**src/rtl/core/rfp_pkg.sv**
```systemverilog
// rfp_pkg: shared types and constants of the relocation patcher
// relocation kinds, status codes, register indexes and field masks
// no dependencies
package rfp_pkg;

  localparam int unsigned SECTION_BYTES_DEF = 65536;
  localparam int CFG_IDX_W  = 2;
  localparam int CFG_DATA_W = 32;

  typedef enum logic [3:0] {
    K_BRANCH       = 4'd0,
    K_JAL          = 4'd1,
    K_CALL         = 4'd2,
    K_PCREL_HI20   = 4'd3,
    K_PCREL_LO12_I = 4'd4,
    K_PCREL_LO12_S = 4'd5,
    K_HI20         = 4'd6,
    K_LO12_I       = 4'd7,
    K_LO12_S       = 4'd8,
    K_ABS32        = 4'd9,
    K_ADD32        = 4'd10,
    K_SUB32        = 4'd11
  } kind_t;

  typedef enum logic [1:0] {
    ST_OK     = 2'd0,
    ST_BRANCH = 2'd1,
    ST_JUMP   = 2'd2,
    ST_BOUNDS = 2'd3
  } status_t;

  typedef enum logic [CFG_IDX_W-1:0] {
    REG_BASE = 2'd0,
    REG_SIZE = 2'd1
  } reg_idx_t;

  localparam logic [31:0] BS_KEEP  = 32'h01FF_F07F;
  localparam logic [31:0] J_KEEP   = 32'h0000_0FFF;
  localparam logic [31:0] I_KEEP   = 32'h000F_FFFF;
  localparam logic [31:0] HI_ROUND = 32'h0000_0800;

endpackage

```
**src/rtl/core/riscv_fixup_patcher.sv**
```systemverilog
// riscv_fixup_patcher: three-stage pipelined risc-v relocation patcher
// depends on rfp_pkg for kinds, status codes and field masks
//
//  channel   ports                          handshake
//  --------  -----------------------------  ---------------------------------
//  input     in_* fields                    start && !busy
//  result    out_* fields                   out_valid, one cycle, no backpressure
//  config    cfg_index, cfg_data            cfg_we
//
// a record enters every cycle while busy is low; its first result passes the stage 1, stage 2 and output registers
// a call whose jalr word lies in the section gives an auipc result and then a jalr result; busy is
// high while the first of them is shown, and the pipeline holds while busy is high
// stages: operand sum and bounds, delta and address adds, range check and field scatter
// synchronous active-low reset clears valid bits, configuration registers and the pending flag
module riscv_fixup_patcher #(
  parameter int unsigned SECTION_BYTES = rfp_pkg::SECTION_BYTES_DEF
) (
  input  logic                           clk,
  input  logic                           rst_n,
  input  logic                           start,
  output logic                           busy,
  input  logic [3:0]                     in_kind,
  input  logic [15:0]                    in_site_offset,
  input  logic [31:0]                    in_target_offset,
  input  logic signed [31:0]             in_addend,
  input  logic [15:0]                    in_anchor_offset,
  input  logic                           in_anchor_given,
  input  logic [31:0]                    in_site_word,
  input  logic [31:0]                    in_follow_word,
  input  logic                           cfg_we,
  input  logic [rfp_pkg::CFG_IDX_W-1:0]  cfg_index,
  input  logic [rfp_pkg::CFG_DATA_W-1:0] cfg_data,
  output logic                           out_valid,
  output logic [31:0]                    out_patched_word,
  output logic                           out_word_select,
  output logic [1:0]                     out_status,
  output logic                           out_last
);
  import rfp_pkg::*;

  localparam int SZ_W = $clog2(SECTION_BYTES + 1);
  localparam int CW   = (SZ_W > 17) ? SZ_W : 17;

  localparam logic signed [33:0] BR_MIN = -34'sd4096;
  localparam logic signed [33:0] BR_MAX = 34'sd4094;
  localparam logic signed [33:0] J_MIN  = -34'sd1048576;
  localparam logic signed [33:0] J_MAX  = 34'sd1048574;

  typedef struct packed {
    logic        v;
    kind_t       kind;
    logic        oob;
    logic        pair;
    logic [33:0] sum;
    logic [15:0] site;
    logic [15:0] anc;
    logic [31:0] w0;
    logic [31:0] w1;
  } s1_t;

  typedef struct packed {
    logic        v;
    kind_t       kind;
    logic        oob;
    logic        pair;
    logic [33:0] delta;
    logic [31:0] rel;
    logic [31:0] lo;
    logic [31:0] abs;
    logic [31:0] w0;
    logic [31:0] w1;
  } s2_t;

  function automatic logic [31:0] put_b(input logic [31:0] w, input logic [31:0] v);
    return (w & BS_KEEP) | {v[12], v[10:5], 13'd0, v[4:1], v[11], 7'd0};
  endfunction

  function automatic logic [31:0] put_j(input logic [31:0] w, input logic [31:0] v);
    return (w & J_KEEP) | {v[20], v[10:1], v[11], v[19:12], 12'd0};
  endfunction

  function automatic logic [31:0] put_u(input logic [31:0] w, input logic [31:0] v);
    logic [31:0] r;
    r = v + HI_ROUND;
    return (w & J_KEEP) | {r[31:12], 12'd0};
  endfunction

  function automatic logic [31:0] put_i(input logic [31:0] w, input logic [31:0] v);
    return (w & I_KEEP) | {v[11:0], 20'd0};
  endfunction

  function automatic logic [31:0] put_s(input logic [31:0] w, input logic [31:0] v);
    return (w & BS_KEEP) | {v[11:5], 13'd0, v[4:0], 7'd0};
  endfunction

  logic [31:0]  base_r;
  logic [16:0]  size_r;
  logic [CW-1:0] size_ext, size_lim, eff_size, site4, site8;

  s1_t s1_r, s1_nxt;
  s2_t s2_r, s2_nxt;

  logic        adv;
  logic        br_bad, j_bad;
  logic [31:0] word_nxt;
  status_t     status_nxt;
  logic        last_nxt, pair_nxt;

  logic        out_valid_r, out_sel_r, out_last_r, pend_r;
  logic [31:0] out_word_r, pend_word_r;
  status_t     out_status_r;

  // configuration
  always_ff @(posedge clk) begin
    if (!rst_n) begin
      base_r <= '0;
      size_r <= '0;
    end else if (cfg_we) begin
      unique case (cfg_index)
        REG_BASE: base_r <= cfg_data;
        REG_SIZE: size_r <= cfg_data[16:0];
        default: ;
      endcase
    end
  end

  assign adv  = !pend_r;
  assign busy = pend_r;

  // stage 1: operand sum and bounds
  always_comb begin
    size_ext = CW'(size_r);
    size_lim = CW'(SECTION_BYTES);
    eff_size = (size_ext > size_lim) ? size_lim : size_ext;
    site4    = CW'(in_site_offset) + CW'(4);
    site8    = CW'(in_site_offset) + CW'(8);

    s1_nxt.v    = start;
    s1_nxt.kind = kind_t'(in_kind);
    s1_nxt.oob  = site4 > eff_size;
    s1_nxt.pair = site8 <= eff_size;
    s1_nxt.sum  = {2'b00, in_target_offset} + {{2{in_addend[31]}}, in_addend};
    s1_nxt.site = in_site_offset;
    s1_nxt.anc  = in_anchor_given ? in_anchor_offset : in_site_offset;
    s1_nxt.w0   = in_site_word;
    s1_nxt.w1   = in_follow_word;
  end

  // stage 2: delta and address adds
  always_comb begin
    s2_nxt.v     = s1_r.v;
    s2_nxt.kind  = s1_r.kind;
    s2_nxt.oob   = s1_r.oob;
    s2_nxt.pair  = s1_r.pair;
    s2_nxt.delta = s1_r.sum - {18'd0, s1_r.site};
    s2_nxt.rel   = s1_r.sum[31:0] - {16'd0, s1_r.site};
    s2_nxt.lo    = s1_r.sum[31:0] - {16'd0, s1_r.anc};
    s2_nxt.abs   = base_r + s1_r.sum[31:0];
    s2_nxt.w0    = s1_r.w0;
    s2_nxt.w1    = s1_r.w1;
  end

  always_ff @(posedge clk) begin
    if (!rst_n) begin
      s1_r.v <= 1'b0;
      s2_r.v <= 1'b0;
    end else if (adv) begin
      s1_r <= s1_nxt;
      s2_r <= s2_nxt;
    end
  end

  // stage 3: range check and field scatter
  always_comb begin
    br_bad = ($signed(s2_r.delta) < BR_MIN) || ($signed(s2_r.delta) > BR_MAX) ||
             s2_r.delta[0];
    j_bad  = ($signed(s2_r.delta) < J_MIN) || ($signed(s2_r.delta) > J_MAX) ||
             s2_r.delta[0];

    word_nxt   = s2_r.w0;
    status_nxt = ST_OK;
    last_nxt   = 1'b1;
    pair_nxt   = 1'b0;

    if (s2_r.oob) begin
      status_nxt = ST_BOUNDS;
    end else begin
      case (s2_r.kind)
        K_BRANCH: begin
          if (br_bad) status_nxt = ST_BRANCH;
          else        word_nxt   = put_b(s2_r.w0, s2_r.rel);
        end
        K_JAL: begin
          if (j_bad) status_nxt = ST_JUMP;
          else       word_nxt   = put_j(s2_r.w0, s2_r.rel);
        end
        K_CALL: begin
          word_nxt = put_u(s2_r.w0, s2_r.rel);
          last_nxt = !s2_r.pair;
          pair_nxt = s2_r.pair;
        end
        K_PCREL_HI20:   word_nxt = put_u(s2_r.w0, s2_r.rel);
        K_PCREL_LO12_I: word_nxt = put_i(s2_r.w0, s2_r.lo);
        K_PCREL_LO12_S: word_nxt = put_s(s2_r.w0, s2_r.lo);
        K_HI20:         word_nxt = put_u(s2_r.w0, s2_r.abs);
        K_LO12_I:       word_nxt = put_i(s2_r.w0, s2_r.abs);
        K_LO12_S:       word_nxt = put_s(s2_r.w0, s2_r.abs);
        K_ABS32:        word_nxt = s2_r.abs;
        default:        word_nxt = s2_r.w0;
      endcase
    end
  end

  // output register and pending jalr result
  always_ff @(posedge clk) begin
    if (!rst_n) begin
      out_valid_r <= 1'b0;
      pend_r      <= 1'b0;
    end else if (pend_r) begin
      out_valid_r  <= 1'b1;
      out_word_r   <= pend_word_r;
      out_sel_r    <= 1'b1;
      out_status_r <= ST_OK;
      out_last_r   <= 1'b1;
      pend_r       <= 1'b0;
    end else begin
      out_valid_r  <= s2_r.v;
      out_word_r   <= word_nxt;
      out_sel_r    <= 1'b0;
      out_status_r <= status_nxt;
      out_last_r   <= last_nxt;
      pend_r       <= s2_r.v && pair_nxt;
      pend_word_r  <= put_i(s2_r.w1, s2_r.rel);
    end
  end

  assign out_valid        = out_valid_r;
  assign out_patched_word = out_word_r;
  assign out_word_select  = out_sel_r;
  assign out_status       = out_status_r;
  assign out_last         = out_last_r;

endmodule

```
**config.mk**
```make
export PLATFORM = sky130hd
export DESIGN_NAME = riscv_fixup_patcher
export DESIGN_NICKNAME = d
export VERILOG_FILES = /design/src/rtl/core/rfp_pkg.sv /design/src/rtl/core/riscv_fixup_patcher.sv
export SDC_FILE = /design/constraint.sdc
export NUM_CORES = 1
export LEC_CHECK = 0
export ABC_AREA = 1
export BUFFER_PORTS_ARGS = -buffer_cell sky130_fd_sc_hd__buf_2
export CAP_MARGIN = 20
export CORE_MARGIN = 1.5
export CORE_UTILIZATION = 45
export DETAILED_ROUTE_END_ITERATION = 10
export GPL_ROUTABILITY_DRIVEN = 0
export PLACE_DENSITY = 0.68
export SLEW_MARGIN = 25
export SYNTH_ARGS = -nofsm -noshare
export SYNTH_HDL_FRONTEND = slang
export SYNTH_SLANG_ARGS = --single-unit
```
**constraint.sdc**
```tcl
create_clock -name clk -period 15.9 [get_ports clk]
set_input_delay 0.795 -clock clk [delete_from_list [all_inputs] [get_ports clk]]
set_output_delay 0.795 -clock clk [all_outputs]
set_load 0.02 [all_outputs]
```
==> results.cfg <==
[timing]
fin_skew_ns = 0.0204
rsz0062_at_grt = false
slew_headroom = 0.338
fin_tns_setup_ns = 0
fin_ws_ns = 11.78
slew_violations = 0
finalCritPeriodShare = 0.259
setup_viol = 0
hold_violations = 0
fmax_mhz = 242
tightest_slew_ns = 0.986
period_needed_ns = 4.12

[drt]
drt_iter0_markers = 1929
dr.pass1.iters = 9
vias_per_cell = 5.47
vias = 17956
route.detailed.drc = 2
drtAntennaViolNets = 0
wl_per_cell_microns = 17.9
totalWireLength_mm = 58.8

[synthesis]
synth_top_area_share = 0.452
avgSynthCellArea_sq_um = 8.93
syn-cell-area_sq_um = 21500
syn-instance-count = 2409
async_reset_ff_frac = 0
yosysWarnings = 0
synth_edf_count = 324
synthFlopType = edfxtp_1
ys_seq_area_frac = 0.502
yosysTopAreaCell = edfxtp_1
syn_nets = 2742
yosys.cell_types.count = 54
ys_ff_latch = 377
synthTopCellsByArea = edfxtp_1, nand2_1, ha_1

[cts]
clk_pin_slew_ns = 0.07
cts_hold_buffers = 0
cts_setup_buffers = 0
ctsRootBufferMaster = clkbuf_16
clock_latency_ns = 0.58
cts.sink_count = 377
cts_tree = done
cts_resized = 0
cts_max_level = 2
clock_path_buffers = 3
numCtsBuffers = 41

[cells_and_area]
fin_nets = 2976
fillers = 4256
multiInputGateArea_sq_um = 9510
area_delta_synth_final_pct = 14.4
drive_above_1_share = 0.129
seqCellArea_sq_um = 10800
post-route-util = 0.525

[die]
core_sq_um = 46900
die_h_microns = 222
io_pins = 241
die-area_sq_um = 49100
fp-row-count = 79
die_x_microns = 222
initial_core_util = 0.459

[critical_path]
path_buf_inv = 5
end_kind = flop
critPathRequiredTime_ns = 16.09
critPathKind = in -> reg
path_common_cell = buf_4
cp_max_fo = 88
slowest_stage = buf_4
cp.depth = 6
slowest_delay_ns = 0.87
r2r_cells = 15
cp_data_arrival_time_ns = 4.31
cp-start-kind = input port
crit_chain = buf_2 > buf_4 > inv_1 > nor2_4 > buf_4 > buf_4
path_delay_family = buffers and inverters

[power]
power_density_nw_per_um2 = 112
leakagePower_nw = 10.6
ir_drop_uv = 80.2

[grt]
grt_pass1_wl_mm = 92.4
antenna_found_initial = 1
grt_max_degree = 89
track_usage = 0.237
grt.overflow.total = 0
grt_pass1_vias = 17387

[placement]
post-dp-hpwl_mm = 45.4
dpl_worst_slack_ns = 11.12
io_buffers = 224

[hold_path]
hold_path.class = in -> reg
holdPathStages = 1

[status]
violations = design-rule violations
outcome = complete, but fails checks

[job]
drv_cap = 0
[power by group]
part / total, mW / leakage (nW) / switching, mW / internal, mW
Sequential: 1.28 / 3.61 / 0.0796 / 1.20
Clock: 0.954 / 0.662 / 0.392 / 0.562
Combinational: 0.525 / 6.35 / 0.341 / 0.184
[placed cells by master, fill, tap and decap left out, types with 83 or more instances in the layout]
cell type,Yosys,final
a21oi_1,171,171
buf_2,3,224
edfxtp_1,324,324
ha_1,126,126
inv_1,257,256
nand2_1,484,484
nand3_1,102,102
nor2_1,330,328
o21ai_0,154,153
xor2_1,83,83
[layout make-up]
class	count	share of cell area
antenna	1	0.000102
clock buffer	57	0.0471
clock inverter	17	0.00783
inverter	265	0.0404
multi-input combinational	1725	0.387
sequential	377	0.439
tap	607	0.0309
timing repair buffer	233	0.0483
[layer usage]
layer  vias up  track usage  share of wire  routed length (microns)
met4         0       0.0961          0.039                     2310
met1      8328        0.314           0.42                    25000
met3       153       0.0311          0.074                     4380
met5         -            0              0                        0
li1       8680            -              -                        -
met2       795        0.394           0.46                    27200
[worst register-to-register path, stage by stage, from the launching register on]
cell      delay, ns
edfxtp_1       0.47
inv_2          0.12
nor2_2         0.05
nand2_2        0.58
nand2_1        0.15
o21ai_2        0.11
ha_1           0.27
inv_1          0.07
nor2_1         0.14
nand2_1        0.14
nor2_2         0.23
nand3_1        0.10
nand3_1        0.18
nand3_1        0.12
nand2_1        0.09
a21oi_2        0.06
[sequential cells by signal, indices dropped and copies added, names as in the netlist]
register / cells
s1_r: 121
out_valid: 1
out_patched_word: 32
busy: 1
pend_word_r: 32
out_word_select: 1
s2_r: 137
base_r: 32
size_ext: 17
out_last: 1
out_status: 2
[through the flow]
stage | area [sq um] | hold slack, ns | power (mW) | instances
floorplan | 21500 | 0.400 | 1.64 | 2409
global placement | 23200 | 0.400 | 1.79 | 3207
detailed placement | 23200 | 0.405 | 1.81 | 3207
CTS | 24600 | 0.358 | 2.76 | 3281
global route | 24600 | 0.378 | 2.88 | 3281
finish | 24600 | 0.382 | 2.76 | 3282
[cells in the mapped netlist (6+ instances only)]
| cell | instances |
|---|---|
| a21o_1 | 18 |
| a21oi_1 | 171 |
| a21oi_2 | 7 |
| a221oi_1 | 6 |
| a31oi_1 | 15 |
| buf_6 | 6 |
| clkbuf_1 | 31 |
| dfxtp_1 | 53 |
| edfxtp_1 | 324 |
| ha_1 | 126 |
| inv_1 | 257 |
| nand2_1 | 484 |
| nand2_2 | 11 |
| nand3_1 | 102 |
| nand4_1 | 33 |
| nor2_1 | 330 |
| nor2_2 | 11 |
| nor3_1 | 37 |
| nor4_1 | 14 |
| o211ai_1 | 11 |
| o21ai_0 | 154 |
| o21ai_1 | 7 |
| o21bai_1 | 10 |
| xnor2_1 | 34 |
| xor2_1 | 83 |
[final timing paths]
| check | start | end | slack, ns |
|---|---|---|---|
| worst max-delay path | rst_n | s2_r[92] | 11.78 |
| worst min-delay path | in_site_word[20] | s1_r[52] | 0.38 |
| worst max register to register | s2_r[197] | out_patched_word[27] | 12.75 |
| worst min register to register | s1_r[38] | s2_r[38] | 0.41 |
[cell families (layout without fill, tap and decap cells)]
family / Yosys count / after routing / share of synthesized area
and+or+nand+nor: 1039 / 1039 / 0.201
AOI/OAI and AO/OA: 435 / 435 / 0.114
DFF: 377 / 377 / 0.502
buffers and inverters: 307 / 572 / 0.0562
adders and majority gates: 130 / 130 / 0.0770
xor gates and xnor gates: 117 / 117 / 0.0477
muxes: 4 / 4 / 0.00192
other: 0 / 1 / 0
(Power assumes the default switching activity.)
